`config.mk`:
```
export PLATFORM = sky130hd
export DESIGN_NAME = json_string_escape_framer_flat
export DESIGN_NICKNAME = d
export VERILOG_FILES = /design/src/jsef_pkg.sv /design/src/jsef_ifs.sv /design/src/json_string_escape_framer.sv /design/src/jsef_front.sv /design/src/jsef_queue.sv /design/src/jsef_back.sv /design/src/flat_wrapper.sv
export SDC_FILE = /design/constraint.sdc
export NUM_CORES = 1
export LEC_CHECK = 0
export ABC_CLOCK_PERIOD_IN_PS = 5500
export BUFFER_PORTS_ARGS = -buffer_cell sky130_fd_sc_hd__buf_2
export CORE_ASPECT_RATIO = 0.75
export CORE_UTILIZATION = 23
export DETAILED_ROUTE_END_ITERATION = 6
export SLEW_MARGIN = 25
export SYNTH_ARGS = -nofsm -noshare
export SYNTH_HDL_FRONTEND = slang
export SYNTH_SLANG_ARGS = --single-unit
```
`constraint.sdc`:
```
create_clock -name i_clk -period 5.5 [get_ports i_clk]
set_clock_uncertainty 0.1 [all_clocks]
set_input_delay 0.275 -clock i_clk [delete_from_list [all_inputs] [get_ports i_clk]]
set_output_delay 0.275 -clock i_clk [all_outputs]
set_load 0.05 [all_outputs]
```
`src/jsef_pkg.sv`:
```
package jsef_pkg;

    // Mode codes of an input item; codes above MODE_OBJ_VALUE act as MODE_VALUE
    localparam logic [2:0] MODE_VALUE     = 3'd0;
    localparam logic [2:0] MODE_PAIR_NAME = 3'd1;
    localparam logic [2:0] MODE_PAIR_VAL  = 3'd2;
    localparam logic [2:0] MODE_OBJ_NAME  = 3'd3;
    localparam logic [2:0] MODE_OBJ_VALUE = 3'd4;

    // Character codes
    localparam logic [7:0] CH_QUOTE  = 8'h22;
    localparam logic [7:0] CH_BSLASH = 8'h5C;
    localparam logic [7:0] CH_AT     = 8'h40;
    localparam logic [7:0] CH_COLON  = 8'h3A;
    localparam logic [7:0] CH_SPACE  = 8'h20;
    localparam logic [7:0] CH_LBRACE = 8'h7B;
    localparam logic [7:0] CH_RBRACE = 8'h7D;
    localparam logic [7:0] CH_BS     = 8'h08;
    localparam logic [7:0] CH_FF     = 8'h0C;
    localparam logic [7:0] CH_LF     = 8'h0A;
    localparam logic [7:0] CH_CR     = 8'h0D;
    localparam logic [7:0] CH_TAB    = 8'h09;
    localparam logic [7:0] CH_LOW_B  = 8'h62;
    localparam logic [7:0] CH_LOW_F  = 8'h66;
    localparam logic [7:0] CH_LOW_N  = 8'h6E;
    localparam logic [7:0] CH_LOW_R  = 8'h72;
    localparam logic [7:0] CH_LOW_T  = 8'h74;

    // Output slots of one item, in emission order
    localparam int NUM_SLOTS = 10;
    localparam int SLOT_W    = $clog2(NUM_SLOTS);

    localparam logic [SLOT_W-1:0] S_BRACE_OPEN  = SLOT_W'(0);
    localparam logic [SLOT_W-1:0] S_QUOTE_OPEN  = SLOT_W'(1);
    localparam logic [SLOT_W-1:0] S_AT          = SLOT_W'(2);
    localparam logic [SLOT_W-1:0] S_ESC         = SLOT_W'(3);
    localparam logic [SLOT_W-1:0] S_CHR         = SLOT_W'(4);
    localparam logic [SLOT_W-1:0] S_QUOTE_CLOSE = SLOT_W'(5);
    localparam logic [SLOT_W-1:0] S_SP_PRE      = SLOT_W'(6);
    localparam logic [SLOT_W-1:0] S_COLON       = SLOT_W'(7);
    localparam logic [SLOT_W-1:0] S_SP_POST     = SLOT_W'(8);
    localparam logic [SLOT_W-1:0] S_BRACE_CLOSE = SLOT_W'(9);

    // Command queue depth
    localparam int Q_DEPTH = 2;
    localparam int Q_PTR_W = $clog2(Q_DEPTH);
    localparam int Q_CNT_W = $clog2(Q_DEPTH + 1);

    typedef logic [NUM_SLOTS-1:0] t_slot_mask;

    // One classified item: which slots to emit and the byte for the char slot
    typedef struct packed {
        t_slot_mask mask;
        logic [7:0] chr;
    } t_cmd;

    // Byte that a slot puts out
    function automatic logic [7:0] slot_byte(input logic [SLOT_W-1:0] slot,
                                             input logic [7:0] chr);
        logic [7:0] b;
        b = chr;
        unique case (slot)
            S_BRACE_OPEN:  b = CH_LBRACE;
            S_QUOTE_OPEN:  b = CH_QUOTE;
            S_AT:          b = CH_AT;
            S_ESC:         b = CH_BSLASH;
            S_CHR:         b = chr;
            S_QUOTE_CLOSE: b = CH_QUOTE;
            S_SP_PRE:      b = CH_SPACE;
            S_COLON:       b = CH_COLON;
            S_SP_POST:     b = CH_SPACE;
            S_BRACE_CLOSE: b = CH_RBRACE;
            default:       b = chr;
        endcase
        return b;
    endfunction

endpackage

```
`src/jsef_ifs.sv`:
```
// Input channel: one string byte with its tags
interface jsef_in_if;
    logic       valid;
    logic       ready;
    logic [7:0] char_byte;
    logic       is_first;
    logic       is_last;
    logic       is_empty;
    logic       add_at_prefix;
    logic [2:0] mode;

    modport source (output valid, char_byte, is_first, is_last, is_empty,
                    add_at_prefix, mode, input ready);
    modport sink   (input valid, char_byte, is_first, is_last, is_empty,
                    add_at_prefix, mode, output ready);
endinterface

// Output channel: one byte of JSON text
interface jsef_out_if;
    logic       valid;
    logic       ready;
    logic [7:0] out_byte;
    logic       run_last;

    modport source (output valid, out_byte, run_last, input ready);
    modport sink   (input valid, out_byte, run_last, output ready);
endinterface

```
`src/json_string_escape_framer.sv`:
```
// Channel  Dir  Payload                                                 Transfer
// i_in     in   char_byte, is_first, is_last, is_empty, add_at_prefix,  valid && ready
//               mode
// o_out    out  out_byte, run_last                                      valid && ready
// cfg      in   i_cfg_wr_data (pair_spacing)                            i_cfg_wr_en
//
// Each item produces 1 to 9 output bytes; the back end puts out one byte per
// cycle while the output is not stalled.
// A two-entry command queue sits between classifier and emitter; input keeps
// flowing while the output stalls until the queue fills.
// Synchronous active-low reset clears the queue, the emitter and pair_spacing.
module json_string_escape_framer (
    input  logic        i_clk,
    input  logic        i_rst_n,
    jsef_in_if.sink     i_in,
    jsef_out_if.source  o_out,
    input  logic        i_cfg_wr_en,
    input  logic        i_cfg_wr_data
);
    import jsef_pkg::*;

    logic   r_pair_spacing;
    logic   push_valid;
    logic   push_ready;
    t_cmd   push_cmd;
    logic   pop_valid;
    logic   pop_ready;
    t_cmd   pop_cmd;

    // Configuration register
    always_ff @(posedge i_clk) begin
        if (!i_rst_n) begin
            r_pair_spacing <= 1'b0;
        end else if (i_cfg_wr_en) begin
            r_pair_spacing <= i_cfg_wr_data;
        end
    end

    jsef_front u_front (
        .i_in           (i_in),
        .i_pair_spacing (r_pair_spacing),
        .o_push_valid   (push_valid),
        .o_push_cmd     (push_cmd),
        .i_push_ready   (push_ready)
    );

    jsef_queue u_queue (
        .i_clk        (i_clk),
        .i_rst_n      (i_rst_n),
        .i_push_valid (push_valid),
        .i_push_cmd   (push_cmd),
        .o_push_ready (push_ready),
        .o_pop_valid  (pop_valid),
        .o_pop_cmd    (pop_cmd),
        .i_pop_ready  (pop_ready)
    );

    jsef_back u_back (
        .i_clk       (i_clk),
        .i_rst_n     (i_rst_n),
        .i_pop_valid (pop_valid),
        .i_pop_cmd   (pop_cmd),
        .o_pop_ready (pop_ready),
        .o_out       (o_out)
    );

endmodule

```
`src/jsef_front.sv`:
```
module jsef_front (
    jsef_in_if.sink           i_in,
    input  logic              i_pair_spacing,
    output logic              o_push_valid,
    output jsef_pkg::t_cmd    o_push_cmd,
    input  logic              i_push_ready
);
    import jsef_pkg::*;

    logic [2:0] mode_n;
    logic       is_name;
    logic       need_esc;
    logic [7:0] esc_chr;
    t_slot_mask open_mask;
    t_slot_mask close_mask;
    t_slot_mask mask;

    // Handshake passes straight to the queue
    assign o_push_valid = i_in.valid;
    assign i_in.ready   = i_push_ready;

    // Unused modes fold onto plain value
    assign mode_n  = (i_in.mode > MODE_OBJ_VALUE) ? MODE_VALUE : i_in.mode;
    assign is_name = (mode_n == MODE_PAIR_NAME) || (mode_n == MODE_OBJ_NAME);

    // Escape classification
    always_comb begin
        need_esc = 1'b1;
        esc_chr  = i_in.char_byte;
        unique case (i_in.char_byte)
            CH_QUOTE:  esc_chr = CH_QUOTE;
            CH_BSLASH: esc_chr = CH_BSLASH;
            CH_BS:     esc_chr = CH_LOW_B;
            CH_FF:     esc_chr = CH_LOW_F;
            CH_LF:     esc_chr = CH_LOW_N;
            CH_CR:     esc_chr = CH_LOW_R;
            CH_TAB:    esc_chr = CH_LOW_T;
            default:   need_esc = 1'b0;
        endcase
    end

    // Framing slots
    always_comb begin
        open_mask  = '0;
        close_mask = '0;
        open_mask[S_BRACE_OPEN]   = (mode_n == MODE_OBJ_NAME);
        open_mask[S_QUOTE_OPEN]   = 1'b1;
        close_mask[S_QUOTE_CLOSE] = 1'b1;
        close_mask[S_SP_PRE]      = is_name && i_pair_spacing;
        close_mask[S_COLON]       = is_name;
        close_mask[S_SP_POST]     = is_name && i_pair_spacing;
        close_mask[S_BRACE_CLOSE] = (mode_n == MODE_OBJ_VALUE);
    end

    // Full slot set of the item
    always_comb begin
        mask = '0;
        if (i_in.is_empty) begin
            mask = open_mask | close_mask;
        end else begin
            if (i_in.is_first) begin
                mask = mask | open_mask;
                mask[S_AT] = i_in.add_at_prefix && (i_in.char_byte != CH_AT);
            end
            mask[S_ESC] = need_esc;
            mask[S_CHR] = 1'b1;
            if (i_in.is_last) begin
                mask = mask | close_mask;
            end
        end
    end

    assign o_push_cmd.mask = mask;
    assign o_push_cmd.chr  = esc_chr;

endmodule

```
`src/jsef_queue.sv`:
```
module jsef_queue (
    input  logic              i_clk,
    input  logic              i_rst_n,
    input  logic              i_push_valid,
    input  jsef_pkg::t_cmd    i_push_cmd,
    output logic              o_push_ready,
    output logic              o_pop_valid,
    output jsef_pkg::t_cmd    o_pop_cmd,
    input  logic              i_pop_ready
);
    import jsef_pkg::*;

    t_cmd                r_mem [Q_DEPTH];
    logic [Q_PTR_W-1:0]  r_wr_ptr, n_wr_ptr;
    logic [Q_PTR_W-1:0]  r_rd_ptr, n_rd_ptr;
    logic [Q_CNT_W-1:0]  r_count, n_count;
    logic                push;
    logic                pop;

    assign o_push_ready = (r_count != Q_CNT_W'(Q_DEPTH));
    assign o_pop_valid  = (r_count != '0);
    assign o_pop_cmd    = r_mem[r_rd_ptr];

    assign push = i_push_valid && o_push_ready;
    assign pop  = o_pop_valid && i_pop_ready;

    // Pointer and fill count update
    always_comb begin
        n_wr_ptr = r_wr_ptr;
        n_rd_ptr = r_rd_ptr;
        n_count  = r_count;
        if (push) begin
            n_wr_ptr = (r_wr_ptr == Q_PTR_W'(Q_DEPTH - 1)) ? '0 : r_wr_ptr + 1'b1;
        end
        if (pop) begin
            n_rd_ptr = (r_rd_ptr == Q_PTR_W'(Q_DEPTH - 1)) ? '0 : r_rd_ptr + 1'b1;
        end
        if (push && !pop) begin
            n_count = r_count + 1'b1;
        end else if (pop && !push) begin
            n_count = r_count - 1'b1;
        end
    end

    always_ff @(posedge i_clk) begin
        if (!i_rst_n) begin
            r_wr_ptr <= '0;
            r_rd_ptr <= '0;
            r_count  <= '0;
        end else begin
            r_wr_ptr <= n_wr_ptr;
            r_rd_ptr <= n_rd_ptr;
            r_count  <= n_count;
        end
    end

    // Storage, no reset needed
    always_ff @(posedge i_clk) begin
        if (push) begin
            r_mem[r_wr_ptr] <= i_push_cmd;
        end
    end

endmodule

```
`src/jsef_back.sv`:
```
module jsef_back (
    input  logic              i_clk,
    input  logic              i_rst_n,
    input  logic              i_pop_valid,
    input  jsef_pkg::t_cmd    i_pop_cmd,
    output logic              o_pop_ready,
    jsef_out_if.source        o_out
);
    import jsef_pkg::*;

    logic               r_cur_valid, n_cur_valid;
    t_slot_mask         r_mask, n_mask;
    logic [7:0]         r_chr, n_chr;
    logic               r_out_valid, n_out_valid;
    logic [7:0]         r_out_byte, n_out_byte;
    logic               r_out_last, n_out_last;

    logic               out_free;
    logic               step;
    logic               done;
    t_slot_mask         sel;
    t_slot_mask         mask_rest;
    logic [7:0]         sel_byte;

    assign out_free  = !r_out_valid || o_out.ready;
    assign step      = r_cur_valid && out_free;
    assign sel       = r_mask & (~r_mask + 1'b1);
    assign mask_rest = r_mask & ~sel;
    assign done      = step && (mask_rest == '0);

    // Next command loads when idle or finishing the current one
    assign o_pop_ready = !r_cur_valid || done;

    // Byte of the lowest pending slot
    always_comb begin
        sel_byte = '0;
        for (int i = 0; i < NUM_SLOTS; i++) begin
            if (sel[i]) begin
                sel_byte = sel_byte | slot_byte(SLOT_W'(i), r_chr);
            end
        end
    end

    // Sequencer and output register
    always_comb begin
        n_cur_valid = r_cur_valid;
        n_mask      = r_mask;
        n_chr       = r_chr;
        n_out_valid = r_out_valid;
        n_out_byte  = r_out_byte;
        n_out_last  = r_out_last;
        if (o_out.ready) begin
            n_out_valid = 1'b0;
        end
        if (step) begin
            n_out_valid = 1'b1;
            n_out_byte  = sel_byte;
            n_out_last  = done;
            n_mask      = mask_rest;
            if (done) begin
                n_cur_valid = 1'b0;
            end
        end
        if (i_pop_valid && o_pop_ready) begin
            n_cur_valid = 1'b1;
            n_mask      = i_pop_cmd.mask;
            n_chr       = i_pop_cmd.chr;
        end
    end

    always_ff @(posedge i_clk) begin
        if (!i_rst_n) begin
            r_cur_valid <= 1'b0;
            r_out_valid <= 1'b0;
        end else begin
            r_cur_valid <= n_cur_valid;
            r_out_valid <= n_out_valid;
        end
    end

    always_ff @(posedge i_clk) begin
        r_mask     <= n_mask;
        r_chr      <= n_chr;
        r_out_byte <= n_out_byte;
        r_out_last <= n_out_last;
    end

    assign o_out.valid    = r_out_valid;
    assign o_out.out_byte = r_out_byte;
    assign o_out.run_last = r_out_last;

`ifndef SYNTH
    // A held command always has a slot left to emit
    a_cur_nonempty: assert property (@(posedge i_clk) disable iff (!i_rst_n)
        r_cur_valid |-> (r_mask != '0))
        else $error("active command with empty slot mask");

    // Finishing a command marks the byte as the last of its item
    a_done_last: assert property (@(posedge i_clk) disable iff (!i_rst_n)
        done |=> (r_out_valid && r_out_last))
        else $error("last byte of item not flagged");

    // A step that does not finish leaves work for the next cycle
    a_step_more: assert property (@(posedge i_clk) disable iff (!i_rst_n)
        (step && !done) |=> r_cur_valid)
        else $error("command dropped before its last byte");

    // Exactly one slot chosen while busy
    a_sel_onehot: assert property (@(posedge i_clk) disable iff (!i_rst_n)
        r_cur_valid |-> $onehot(sel))
        else $error("slot select not one-hot");
`endif

endmodule

```
`src/flat_wrapper.sv`:
```
// flat-port wrapper written by rule: the top's interface ports become plain ports
module json_string_escape_framer_flat import jsef_pkg::*;
  (i_clk, i_rst_n, i_cfg_wr_en, i_cfg_wr_data, i_in_valid, i_in_char_byte, i_in_is_first, i_in_is_last, i_in_is_empty, i_in_add_at_prefix, i_in_mode, i_in_ready, o_out_valid, o_out_out_byte, o_out_run_last, o_out_ready);
  jsef_in_if i_in_i ();
  jsef_out_if o_out_i ();
  input  logic i_clk;
  input  logic i_rst_n;
  input  logic i_cfg_wr_en;
  input  logic i_cfg_wr_data;
  input wire logic [$bits(i_in_i.valid)-1:0] i_in_valid;
  input wire logic [$bits(i_in_i.char_byte)-1:0] i_in_char_byte;
  input wire logic [$bits(i_in_i.is_first)-1:0] i_in_is_first;
  input wire logic [$bits(i_in_i.is_last)-1:0] i_in_is_last;
  input wire logic [$bits(i_in_i.is_empty)-1:0] i_in_is_empty;
  input wire logic [$bits(i_in_i.add_at_prefix)-1:0] i_in_add_at_prefix;
  input wire logic [$bits(i_in_i.mode)-1:0] i_in_mode;
  output wire logic [$bits(i_in_i.ready)-1:0] i_in_ready;
  output wire logic [$bits(o_out_i.valid)-1:0] o_out_valid;
  output wire logic [$bits(o_out_i.out_byte)-1:0] o_out_out_byte;
  output wire logic [$bits(o_out_i.run_last)-1:0] o_out_run_last;
  input wire logic [$bits(o_out_i.ready)-1:0] o_out_ready;
  assign i_in_i.valid = i_in_valid;
  assign i_in_i.char_byte = i_in_char_byte;
  assign i_in_i.is_first = i_in_is_first;
  assign i_in_i.is_last = i_in_is_last;
  assign i_in_i.is_empty = i_in_is_empty;
  assign i_in_i.add_at_prefix = i_in_add_at_prefix;
  assign i_in_i.mode = i_in_mode;
  assign i_in_ready = i_in_i.ready;
  assign o_out_valid = o_out_i.valid;
  assign o_out_out_byte = o_out_i.out_byte;
  assign o_out_run_last = o_out_i.run_last;
  assign o_out_i.ready = o_out_ready;
  json_string_escape_framer u_core (.i_clk(i_clk), .i_rst_n(i_rst_n), .i_in(i_in_i), .o_out(o_out_i), .i_cfg_wr_en(i_cfg_wr_en), .i_cfg_wr_data(i_cfg_wr_data));
endmodule
```
==> flow_summary_export.csv <==
group,metric,value,unit
status,status,"complete, no violations",
grt,grt_pass1_vias,1850,
drt,drt_iter0_drc,114,
worst_setup_path,cp_num_buf_inv,0,
logic_synthesis,yosys.area_share.simple,13.8,%
logic_synthesis,synth_area_leaders,"edfxtp_1, mux2i_1, dfxtp_1",
logic_synthesis,synth.distinct_cells,47,
drt,num_vias,1928,
sta,slew_viol_final,0,
drt,wl,5910,microns
worst_hold_path,min_path_type,"in2reg",
die,rows,36,
grt,grt_max_degree,19,
drt,wl_met1,3120,microns
placed_design,dp_hpwl,4280,microns
drt,post_drt_wl_per_cell,13.2,microns
logic_synthesis,netlist_instances,235,
logic_synthesis,synth_top_area_share,59.0,%
grt,gr-total-overflow,0,
placed_design,numPortBuffers,31,
die,core,13100,sq um
clocking,clkSinkCount,69,
logic_synthesis,synthArstFlopShare,0,%
placed_design,pre_cts_slack,2720,ps
final_layout,diodes,0,
logic_synthesis,synthMuxAreaShare,9.03,%
logic_synthesis,synth_compound_area_share,9.92,%
sta,relSlewSlack,38.2,%
logic_synthesis,syn-num-nets,257,
clocking,cts_root_buf,"clkbuf_16",
drt,drc,0,
clocking,clk_path_buf_depth,2,
sta,layout_setup_ws,2730,ps
grt,grt_pass1_wl,9430,microns
worst_setup_path,worst_ep_arrival_time,2930,ps
sta,finalHoldViolations,0,
worst_setup_path,critPathTopFamily,"compound AO/OA/AOI/OAI gates",
worst_setup_path,worst_path_max_delay_cell,"edfxtp_1",
sta,worstMarginPinSlew,926,ps
worst_setup_path,cp-end-kind,"flop",
sta,setup_violations,0,
clocking,clk_pin_slew,50,ps
logic_synthesis,synth_edf_count,61,
sta,grt_setup_unrepaired,"no",
die,io_pins,32,
drt,drt-pass1-iter-count,4,
logic_synthesis,synthXorXnorAreaFrac,0.564,%
logic_synthesis,synth_fa_ha_area_share,0.403,%
grt,antenna_found_initial,0,
logic_synthesis,synth_area,3100,sq um
final_layout,synthToLayoutAreaGrowth,20.6,%
logic_synthesis,synth-main-ff-cell,"edfxtp_1",
sta,fin_crit_sh,50.4,%
final_layout,drive_gt1_share,21.7,%
logic_synthesis,synth_commonest_cells,"edfxtp_1, mux2i_1, nand2_1, nor2_1, a21oi_1",
clocking,post_cts_resized,0,
logic_synthesis,synth_top_cell_by_area,"edfxtp_1",
drt,viasPerCell,4.30,
clocking,insertion_delay,330,ps
worst_setup_path,worstSetupPathType,"reg2reg",
logic_synthesis,synth_top_family_by_area,"simple AND/OR/NAND/NOR gates",
die,chipHeight,103,microns
sta,max_freq,0.361,GHz
die,dieArea,14000,sq um
sta,setup_tns,0,ps
sta,period_minus_slack,2770,ps
die,initial_utilization,23.8,%
drt,ant_nets,0,
logic_synthesis,ys_seq_area_share,64.2,%
clocking,post_cts_buffers,0,
logic_synthesis,syn_avg_cell_area,13.2,sq um
clocking,cts_buffers,9,
worst_setup_path,slowest_delay,500,ps
worst_setup_path,crit_chain,"nor4_4 -> a31oi_1 -> o21ai_2 -> a41oi_4 -> ha_1 -> or3_1 -> a21boi_1",
worst_setup_path,path_max_fanout,12,
placed_design,dp.cells,432,
final_layout,layout.nets,294,
worst_setup_path,worstPathRequired,5660,ps
placed_design,gp_congestion,0.811,
logic_synthesis,yosys_warnings,0,
grt,gr-usage-all-layers,9.35,%
flow_run,cap_violations,0,
power_and_ir_drop,power_density,570,nW/um^2
clocking,cts_hold_buf,0,
drt,wl_met2,2350,microns
die,die_w,136,microns
drt,routed.top_layer,"met4",
final_layout,stdcell_count,448,
clocking,htreeDepth,3,
logic_synthesis,yosysMostFrequentCell,"edfxtp_1",
worst_setup_path,critPathLaunchType,"flop",
power_and_ir_drop,leakagePower,1.38,nW
drt,met3_length,364,microns
clocking,cts_tree,"built",
power_and_ir_drop,ir_drop,0.000296,V
logic_synthesis,synth-seq-cells,69,
## worst register-to-register path, delay by kind of cell (launching register included)
| kind | cells | cell delay [ps] |
|---|---|---|
| and+or+nand+nor | 2 | 790 |
| adders and majority gates | 1 | 430 |
| DFF | 1 | 500 |
| AOI/OAI and AO/OA | 4 | 870 |
## flip-flops by register name (all words and copies together) (netlist names), 2 cells and up, named ones only
name / flops
u_core.u_back.r_chr: 8
u_core.u_back.r_mask: 10
u_core.u_back.o_out.out_byte: 8
u_core.u_queue.r_mem: 34
u_core.u_queue.r_count: 2
## kinds of logic (layout without fill, tap and decap cells)
group                      count (synthesis)  after routing
xor gates and xnor gates                   2              2
muxes                                     27             27
AOI/OAI and AO/OA                         43             43
and+or+nand+nor                           78             78
adders and majority gates                  1              1
DFF                                       69             69
buffers and inverters                     15             57
## cell type report
type                    instances  area [sq um]
clock buffers                   9           225
multi-input cells             151          1050
fillers                      1332          9320
inverters                       8          30.0
clock inverters                 7          65.1
repair buffers                 33           170
flip-flops and latches         69          1990
well taps                     171           214
## layout by cell type (no fill, tap or decap), types with 3 or more instances in the layout
cell	n
nand3_1	5
nand2b_1	5
and3_1	6
a21o_1	4
o21ai_1	4
dfxtp_1	8
nand2_1	17
nor3_1	3
mux2_2	7
clkbuf_16	9
nand4_1	3
clkinv_1	3
nor2b_1	4
inv_1	7
edfxtp_1	61
a21oi_1	10
and2_1	4
o21ai_0	9
nor2_1	16
buf_2	31
mux2i_1	19
## per-layer routing
metal | global-route usage, % | vias up
met2 | 12.8 | 63
li1 | - | 959
met5 | 0 | -
met1 | 12.8 | 898
met3 | 3.93 | 8
met4 | 3.68 | 0
## power by group
part / switching, mW / leakage [nW] / internal, mW / total [mW]
registers: 0.136 / 0.645 / 0.786 / 0.922
clock network: 0.205 / 0.135 / 0.347 / 0.552
logic: 0.427 / 0.604 / 0.231 / 0.659
## stage by stage
stage	area [sq um]	hold slack (ps)	power, mW	util (%)
finish	3740	82.3	2.13	28.7
global route	3740	74.5	2.26	28.7
CTS	3740	71.3	2.16	28.7
detailed placement	3450	408	1.60	26.4
global placement	3450	392	1.58	26.4
floorplan	3100	322	1.42	-
## path summary, 6_finish.rpt
path	from	to	slack (ps)	cells past startpoint
worst max-delay path	u_core.u_back.r_mask[3]$_DFFE_PP_	u_core.u_queue.r_count[1]$_SDFFE_PN0P_	2730	7
worst min-delay path	i_in_char_byte[7]	u_core.u_queue.r_mem[0][7]$_DFFE_PP_	80	1
worst max register to register	u_core.u_back.r_mask[3]$_DFFE_PP_	u_core.u_queue.r_count[1]$_SDFFE_PN0P_	2730	7
worst min register to register	u_core.u_queue.r_count[1]$_SDFFE_PN0P_	u_core.u_queue.r_count[1]$_SDFFE_PN0P_	420	2
No activity file was read; power rests on OpenSTA's default activity.
